===== config.mk =====
export PLATFORM = sky130hd
export DESIGN_NAME = crc16_framed_packet_receiver_top
export DESIGN_NICKNAME = d
export VERILOG_FILES = /design/src/hdl/crcfr_pkg.sv /design/src/hdl/crcfr_parser.sv /design/src/hdl/crc16_framed_packet_receiver_top.sv
export SDC_FILE = /design/constraint.sdc
export NUM_CORES = 1
export LEC_CHECK = 0
export BUFFER_PORTS_ARGS = -buffer_cell sky130_fd_sc_hd__buf_2
export CORE_AREA = 2 2 114 116
export DETAILED_ROUTE_END_ITERATION = 16
export DIE_AREA = 0 0 116 118
export GPL_TIMING_DRIVEN = 0
export PLACE_DENSITY_LB_ADDON = 0.05
export SETUP_SLACK_MARGIN = 0.2
export SYNTH_ARGS = -nofsm -noshare
export SYNTH_HDL_FRONTEND = slang
export SYNTH_SLANG_ARGS = --single-unit

===== constraint.sdc =====
create_clock -name clock -period 11.5 [get_ports clock]
set_input_delay 0.575 -clock clock [delete_from_list [all_inputs] [get_ports clock]]
set_output_delay 0.575 -clock clock [all_outputs]
set_load 0.01 [all_outputs]

===== src/hdl/crcfr_pkg.sv =====
// ----------------------------------------------------------------------------
// crcfr_pkg
// Shared types, result codes and the CRC-16 byte step for the framed packet
// receiver.
// ----------------------------------------------------------------------------
package crcfr_pkg;

   // result kinds
   localparam logic [2:0] KIND_PARAM    = 3'd0;
   localparam logic [2:0] KIND_GOOD     = 3'd1;
   localparam logic [2:0] KIND_BAD      = 3'd2;
   localparam logic [2:0] KIND_TIMEOUT  = 3'd3;
   localparam logic [2:0] KIND_OVERFLOW = 3'd4;

   // request commands
   localparam logic CMD_BYTE    = 1'b0;
   localparam logic CMD_TIMEOUT = 1'b1;

   // header bytes and crc polynomial
   localparam logic [7:0]  HDR_FF   = 8'hFF;
   localparam logic [7:0]  HDR_FD   = 8'hFD;
   localparam logic [15:0] CRC_POLY = 16'h8005;

   // one result item
   typedef struct packed {
      logic [2:0] kind;
      logic [7:0] data_byte;
      logic [5:0] param_index;
      logic [7:0] frame_id;
      logic [7:0] frame_instruction;
      logic [5:0] param_count;
   } rsp_type;

   // crc-16 over one byte, msb first, no reflection
   function automatic logic [15:0] crc_byte(input logic [15:0] crc, input logic [7:0] b);
      logic [15:0] c;
      c = crc ^ {b, 8'h00};
      for (int k = 0; k < 8; k++) begin
         if (c[15]) begin
            c = {c[14:0], 1'b0} ^ CRC_POLY;
         end else begin
            c = {c[14:0], 1'b0};
         end
      end
      return c;
   endfunction

   // crc after the three header bytes
   localparam logic [15:0] HDR_CRC = crc_byte(crc_byte(crc_byte(16'h0000, HDR_FF), HDR_FF),
                                              HDR_FD);

endpackage


===== src/hdl/crcfr_parser.sv =====
// ----------------------------------------------------------------------------
// crcfr_parser
// Frame state machine: header hunt, field capture, running crc and checksum
// compare. Takes one event per step and gives zero or one result.
// ----------------------------------------------------------------------------
module crcfr_parser
   import crcfr_pkg::*;
#(
   parameter int MAX_FRAME_BYTES = 64
) (
   input  logic       clock,
   input  logic       reset,
   input  logic       step,
   input  logic       cmd,
   input  logic [7:0] byte_value,
   output logic       res_valid,
   output rsp_type    res
);

   localparam int CW = $clog2(MAX_FRAME_BYTES + 1);
   localparam logic [CW-1:0] MAX_COUNT = CW'(MAX_FRAME_BYTES);

   // phase codes
   localparam logic [3:0] PH_HUNT1 = 4'd0;
   localparam logic [3:0] PH_HUNT2 = 4'd1;
   localparam logic [3:0] PH_HUNT3 = 4'd2;
   localparam logic [3:0] PH_RESV  = 4'd3;
   localparam logic [3:0] PH_ID    = 4'd4;
   localparam logic [3:0] PH_LENLO = 4'd5;
   localparam logic [3:0] PH_LENHI = 4'd6;
   localparam logic [3:0] PH_INSTR = 4'd7;
   localparam logic [3:0] PH_PARAM = 4'd8;
   localparam logic [3:0] PH_CKLO  = 4'd9;
   localparam logic [3:0] PH_CKHI  = 4'd10;

   logic [3:0]    phase_ff, phase_in;
   logic [CW-1:0] count_ff, count_in;
   logic [15:0]   length_ff, length_in;
   logic [15:0]   crc_ff, crc_in;
   logic [7:0]    id_ff, id_in;
   logic [7:0]    instr_ff, instr_in;
   logic [7:0]    cklo_ff, cklo_in;

   logic [CW-1:0] count_inc;
   logic [16:0]   frame_end;
   logic          at_end;
   logic [15:0]   crc_next;
   logic [15:0]   idx_wide;
   logic [15:0]   len_m3;
   logic [5:0]    pcount;

   // shared datapath pieces
   always_comb begin
      count_inc = count_ff + CW'(1);
      frame_end = {1'b0, length_ff} + 17'd5;
      at_end    = 17'(count_inc) >= frame_end;
      crc_next  = crc_byte(crc_ff, byte_value);
      idx_wide  = 16'(count_inc) - 16'd9;
      len_m3    = length_ff - 16'd3;
      pcount    = (length_ff >= 16'd3) ? len_m3[5:0] : 6'd0;
   end

   // next state and result
   always_comb begin
      phase_in  = phase_ff;
      count_in  = count_ff;
      length_in = length_ff;
      crc_in    = crc_ff;
      id_in     = id_ff;
      instr_in  = instr_ff;
      cklo_in   = cklo_ff;
      res_valid = 1'b0;
      res       = '0;
      if (cmd == CMD_TIMEOUT) begin
         res_valid = 1'b1;
         res.kind  = KIND_TIMEOUT;
         phase_in  = PH_HUNT1;
         count_in  = '0;
      end else if (phase_ff == PH_HUNT3 && byte_value == HDR_FF) begin
         // extra ff before fd is dropped uncounted
         phase_in = phase_ff;
      end else if (count_inc >= MAX_COUNT) begin
         res_valid = 1'b1;
         res.kind  = KIND_OVERFLOW;
         phase_in  = PH_HUNT1;
         count_in  = '0;
      end else begin
         count_in = count_inc;
         case (phase_ff)
            PH_HUNT2: begin
               if (byte_value == HDR_FF) begin
                  phase_in = PH_HUNT3;
               end else begin
                  phase_in = PH_HUNT1;
                  count_in = '0;
               end
            end
            PH_HUNT3: begin
               if (byte_value == HDR_FD) begin
                  crc_in   = HDR_CRC;
                  phase_in = PH_RESV;
               end else begin
                  phase_in = PH_HUNT1;
                  count_in = '0;
               end
            end
            PH_RESV: begin
               crc_in   = crc_next;
               phase_in = PH_ID;
            end
            PH_ID: begin
               crc_in   = crc_next;
               id_in    = byte_value;
               phase_in = PH_LENLO;
            end
            PH_LENLO: begin
               crc_in    = crc_next;
               length_in = {8'h00, byte_value};
               phase_in  = PH_LENHI;
            end
            PH_LENHI: begin
               crc_in    = crc_next;
               length_in = {byte_value, length_ff[7:0]};
               phase_in  = PH_INSTR;
            end
            PH_INSTR: begin
               crc_in   = crc_next;
               instr_in = byte_value;
               phase_in = at_end ? PH_CKLO : PH_PARAM;
            end
            PH_PARAM: begin
               crc_in                = crc_next;
               res_valid             = 1'b1;
               res.kind              = KIND_PARAM;
               res.data_byte         = byte_value;
               res.param_index       = idx_wide[5:0];
               res.frame_id          = id_ff;
               res.frame_instruction = instr_ff;
               res.param_count       = pcount;
               if (at_end) begin
                  phase_in = PH_CKLO;
               end
            end
            PH_CKLO: begin
               cklo_in  = byte_value;
               phase_in = PH_CKHI;
            end
            PH_CKHI: begin
               res_valid             = 1'b1;
               res.kind              = (length_ff >= 16'd3 && {byte_value, cklo_ff} == crc_ff)
                                       ? KIND_GOOD : KIND_BAD;
               res.frame_id          = id_ff;
               res.frame_instruction = instr_ff;
               res.param_count       = pcount;
               phase_in              = PH_HUNT1;
               count_in              = '0;
            end
            default: begin
               // first header byte, also for unused codes
               if (byte_value == HDR_FF) begin
                  phase_in = PH_HUNT2;
               end else begin
                  phase_in = PH_HUNT1;
                  count_in = '0;
               end
            end
         endcase
      end
   end

   // control state
   always_ff @(posedge clock) begin
      if (reset) begin
         phase_ff <= PH_HUNT1;
         count_ff <= '0;
      end else if (step) begin
         phase_ff <= phase_in;
         count_ff <= count_in;
      end
   end

   // frame fields and crc
   always_ff @(posedge clock) begin
      if (step) begin
         length_ff <= length_in;
         crc_ff    <= crc_in;
         id_ff     <= id_in;
         instr_ff  <= instr_in;
         cklo_ff   <= cklo_in;
      end
   end

endmodule


===== src/hdl/crc16_framed_packet_receiver_top.sv =====
// ----------------------------------------------------------------------------
// crc16_framed_packet_receiver_top
// Framed serial packet receiver with crc-16 (0x8005) check. Streams out the
// parameter bytes of each frame and reports frame status, timeouts and
// overflows.
//
//   channel  direction  tdata                       tuser
//   req      in         byte_value                  command
//   rsp      out        data_byte .. param_count    kind
//
// One request per cycle is taken unless the rsp side stalls; each is held
// in the input register and its result, if any, is then registered in the
// output register. The frame state and crc step lie between those two
// registers. A stalled rsp side holds both registers, then drops req_tready.
// Reset is synchronous and returns the parser to hunting the header.
// ----------------------------------------------------------------------------
module crc16_framed_packet_receiver_top
   import crcfr_pkg::*;
#(
   parameter int MAX_FRAME_BYTES = 64
) (
   input  logic        clock,
   input  logic        reset,
   input  logic        req_tvalid,
   output logic        req_tready,
   input  logic [7:0]  req_tdata,   // byte_value
   input  logic        req_tuser,   // command
   output logic        rsp_tvalid,
   input  logic        rsp_tready,
   output logic [39:0] rsp_tdata,   // data_byte, param_index, frame_id,
                                    // frame_instruction, param_count, zero pad
   output logic [2:0]  rsp_tuser    // kind
);

   logic       in_valid_ff, in_valid_in;
   logic       in_cmd_ff;
   logic [7:0] in_byte_ff;
   logic       out_valid_ff, out_valid_in;
   rsp_type    out_ff;
   logic       out_free;
   logic       step;
   logic       res_valid;
   rsp_type    res;

   // handshake control
   always_comb begin
      out_free     = !out_valid_ff || rsp_tready;
      step         = in_valid_ff && out_free;
      req_tready   = !in_valid_ff || out_free;
      in_valid_in  = (req_tvalid && req_tready) ? 1'b1 : (step ? 1'b0 : in_valid_ff);
      out_valid_in = out_free ? (step && res_valid) : out_valid_ff;
   end

   // input register
   always_ff @(posedge clock) begin
      if (reset) begin
         in_valid_ff <= 1'b0;
      end else begin
         in_valid_ff <= in_valid_in;
      end
   end

   always_ff @(posedge clock) begin
      if (req_tvalid && req_tready) begin
         in_cmd_ff  <= req_tuser;
         in_byte_ff <= req_tdata;
      end
   end

   // frame parser
   crcfr_parser #(
      .MAX_FRAME_BYTES(MAX_FRAME_BYTES)
   ) u_parser (
      .clock      (clock),
      .reset      (reset),
      .step       (step),
      .cmd        (in_cmd_ff),
      .byte_value (in_byte_ff),
      .res_valid  (res_valid),
      .res        (res)
   );

   // output register
   always_ff @(posedge clock) begin
      if (reset) begin
         out_valid_ff <= 1'b0;
      end else begin
         out_valid_ff <= out_valid_in;
      end
   end

   always_ff @(posedge clock) begin
      if (step && res_valid && out_free) begin
         out_ff <= res;
      end
   end

   // result ports
   assign rsp_tvalid = out_valid_ff;
   assign rsp_tuser  = out_ff.kind;
   assign rsp_tdata  = {4'h0, out_ff.param_count, out_ff.frame_instruction, out_ff.frame_id,
                        out_ff.param_index, out_ff.data_byte};

endmodule


==> metrics <==
total gr overflow=0; Core ar.=12,400 um^2; CTS max path bufs=2; flops & latches, synth=117; Final period util=0.301; DRC viols=0; Final Max Tran Viols=0; Unique masters post-synth=64; Num CTS Buffers=17; die area=13,700 um^2; YS warnings=0; via/cell ratio=5.15; DP HPWL=7830 um; clk sinks=117; Fmax=289 MHz; GRT Resource Usage Total=0.176; Final Skew=0.00874 ns; DRT Pass-1 Iters=5; post-synthesis cell count=436; number of max-cap violations=0; count of flip-flops with a built-in enable after synthesis=104; Hold WS=0.335 ns; CP arrival=3.49 ns; register area share after synthesis=0.617; hold crit path type=input pin to flop; Core Rows=41; fillers=1,107; antenna cells=0; Final min period=3.46 ns; Final Hold Fails=0; Total Routed Length=11,600 um; antenna violations before repair=0; status=finished clean; global-route wire length before repair=17,600 um; WL/cell=16.6 um; IO buf count=53; total chip power=1.04 mW; largest net degree at the start of global routing=26; nets@finish=538; startpoint types=flop; endpoint class of the critical path=flop; number of global-route vias before repair=3,288; Area Growth Syn to Fin=20.4%; worst slew pin tran=1.29 ns; Peak VDD IR=0.145 mV; setup violators final=0; Die Width=116 um; WP data required=11.53 ns; DR iter-0 viols=420; Worst Path Max Fanout=8; post-CTS resize count=0; Final GP Congestion=0.910; clock slew at reported path FFs=0.05 ns; vias=3,588; post-CTS setup buffers=0; Final ANT Viol Nets=0; synthesized area=5490 um^2; mean post-synth cell area=12.6 um^2; share of cells above drive strength 1=0.211; CTS Root Buffer Type=clkbuf_16; CTS Hold Bufs=0; H-Tree Depth=4; later-pin clock latency in the skew report=0.42 ns; ys async rst share=0; Max-slew headroom=0.135; Main synth FF type=edfxtp_1; Leak=2.40 nW; IO Count=58; Final TNS setup=0 ns; Die H=118 um; CTS tree=yes; setup repair after global routing missed its margin=false; critical setup path kind=flop to flop; Initial Util=0.442; power density cells=157 nW/um^2
placed cells by master (no fill, tap or decap), types with 6 or more instances in the layout:
master     netlist  layout
a21oi_1         12      10
and2_1          39      39
buf_2            1      54
clkbuf_1         8      11
clkbuf_16        0      17
dfxtp_1         13      13
edfxtp_1       104     104
ha_1            13      13
inv_1            9       9
nand2_1         11      11
nand2b_1        10      10
nand3_1         11      11
nand4_1          9       9
nor2_1          42      42
nor2b_1         10      10
nor3_1          18      18
nor4_1           6       6
o21ai_0          6       6
xnor2_1         26      26
xor2_1          13      13
metal layers:
metal  track usage  vias to the layer above  share of wire
met1         0.250                     1695           0.47
met4        0.0737                        0          0.016
li1              -                     1737              -
met2         0.254                      136           0.45
met5             0                        -              0
met3        0.0499                       20          0.064
sequential cells by signal, indices dropped and copies added, names as in the netlist:
name                flops
in_byte_ff              8
u_parser.count_ff       7
rsp_tvalid              1
u_parser.instr_ff       8
rsp_tuser               3
u_parser.crc_ff        16
in_cmd_ff               1
rsp_tdata              36
u_parser.cklo_ff        8
u_parser.phase_ff       4
u_parser.length_ff     16
u_parser.id_ff          8
in_valid_ff             1
per-stage QoR:
| stage | setup slack, ns | std cells | instance area (um^2) | utilization |
|---|---|---|---|---|
| after detailed placement | 8.09 | 665 | 6010 | 0.484 |
| final | 8.04 | 697 | 6600 | 0.532 |
| after floorplan | 7.77 | 439 | 5500 | - |
| after global placement | 6.52 | 664 | 5980 | 0.481 |
| after CTS | 8.08 | 697 | 6600 | 0.532 |
| after global routing | 7.88 | 697 | 6600 | 0.532 |
Yosys cell counts (2+ instances only):
cell type | n | area [um^2]
nand2b_1 | 10 | 62.6
dfxtp_1 | 13 | 260
or2_2 | 4 | 25.0
a21oi_1 | 12 | 60.1
a31oi_1 | 2 | 12.5
o21ai_1 | 3 | 15.0
a21oi_2 | 2 | 17.5
nand3b_1 | 2 | 15.0
nor2_1 | 42 | 158
nor2b_1 | 10 | 62.6
nand3_1 | 11 | 55.1
a22oi_1 | 4 | 30.0
o41ai_1 | 2 | 17.5
or3_1 | 3 | 18.8
and2_1 | 39 | 244
edfxtp_1 | 104 | 3120
o211ai_1 | 2 | 15.0
clkbuf_1 | 8 | 30.0
xnor2_1 | 26 | 228
nand4_1 | 9 | 56.3
nor4_1 | 6 | 37.5
nor3_4 | 2 | 32.5
nor3_1 | 18 | 90.1
clkbuf_2 | 2 | 10.0
a21o_1 | 3 | 22.5
o21ai_0 | 6 | 30.0
buf_4 | 4 | 30.0
xor2_1 | 13 | 114
o31ai_1 | 3 | 22.5
o21a_1 | 3 | 22.5
nand2_1 | 11 | 41.3
buf_6 | 2 | 22.5
mux2i_1 | 3 | 30.0
ha_1 | 13 | 163
inv_1 | 9 | 33.8
nor3b_2 | 2 | 25.0
where the power goes:
part / switching [mW] / leakage [nW] / internal, mW
sequential: 0.00673 / 1.05 / 0.466
clock: 0.189 / 0.284 / 0.340
combinational: 0.0188 / 1.07 / 0.0149
total: 0.214 / 2.40 / 0.821
area by class of cell:
| class | count | area [um^2] | share of cell area |
|---|---|---|---|
| Buffer | 18 | 101 | 0.0153 |
| Sequential cell | 117 | 3380 | 0.512 |
| Timing Repair Buffer | 54 | 285 | 0.0432 |
| Inverter | 10 | 37.5 | 0.00568 |
| Clock inverter | 12 | 155 | 0.0235 |
| Clock buffer | 20 | 437 | 0.0661 |
| Tap cell | 172 | 215 | 0.0326 |
| Multi-Input combinational cell | 294 | 1990 | 0.301 |
path summary, 6_finish.rpt:
path / cells past startpoint / slack (ns) / start / end
max: 8 / 8.04 / u_parser.count_ff[0]$_SDFFE_PP0P_ / u_parser.id_ff[2]$_DFFE_PP_
min: 1 / 0.33 / req_tdata[7] / in_byte_ff[7]$_DFFE_PP_
max reg2reg: 8 / 8.04 / u_parser.count_ff[0]$_SDFFE_PP0P_ / u_parser.id_ff[2]$_DFFE_PP_
min reg2reg: 2 / 0.50 / u_parser.count_ff[6]$_SDFFE_PP0P_ / u_parser.count_ff[6]$_SDFFE_PP0P_
logic make-up (layout without fill, tap and decap cells):
family,after synthesis,in the layout,share of synthesized area
AOI/OAI and AO/OA,55,55,0.0709
xor gates and xnor gates,40,40,0.0664
other,1,4,0.000684
buffers and inverters,28,114,0.0253
DFF,117,117,0.617
muxes,3,3,0.00547
adders and majority gates,13,13,0.0297
and+or+nand+nor,179,179,0.185
critical path, stage by stage (launching register included):
cell and delay [ns]:
dfxtp_1 0.49, ha_1 0.30, and2_1 0.19, a21oi_2 0.08
nand2b_1 0.13, buf_2 0.19, nor3_1 0.48, nand3_1 0.25
nor3_1 0.97
Note: power is estimated with default switching activity, not from simulation.
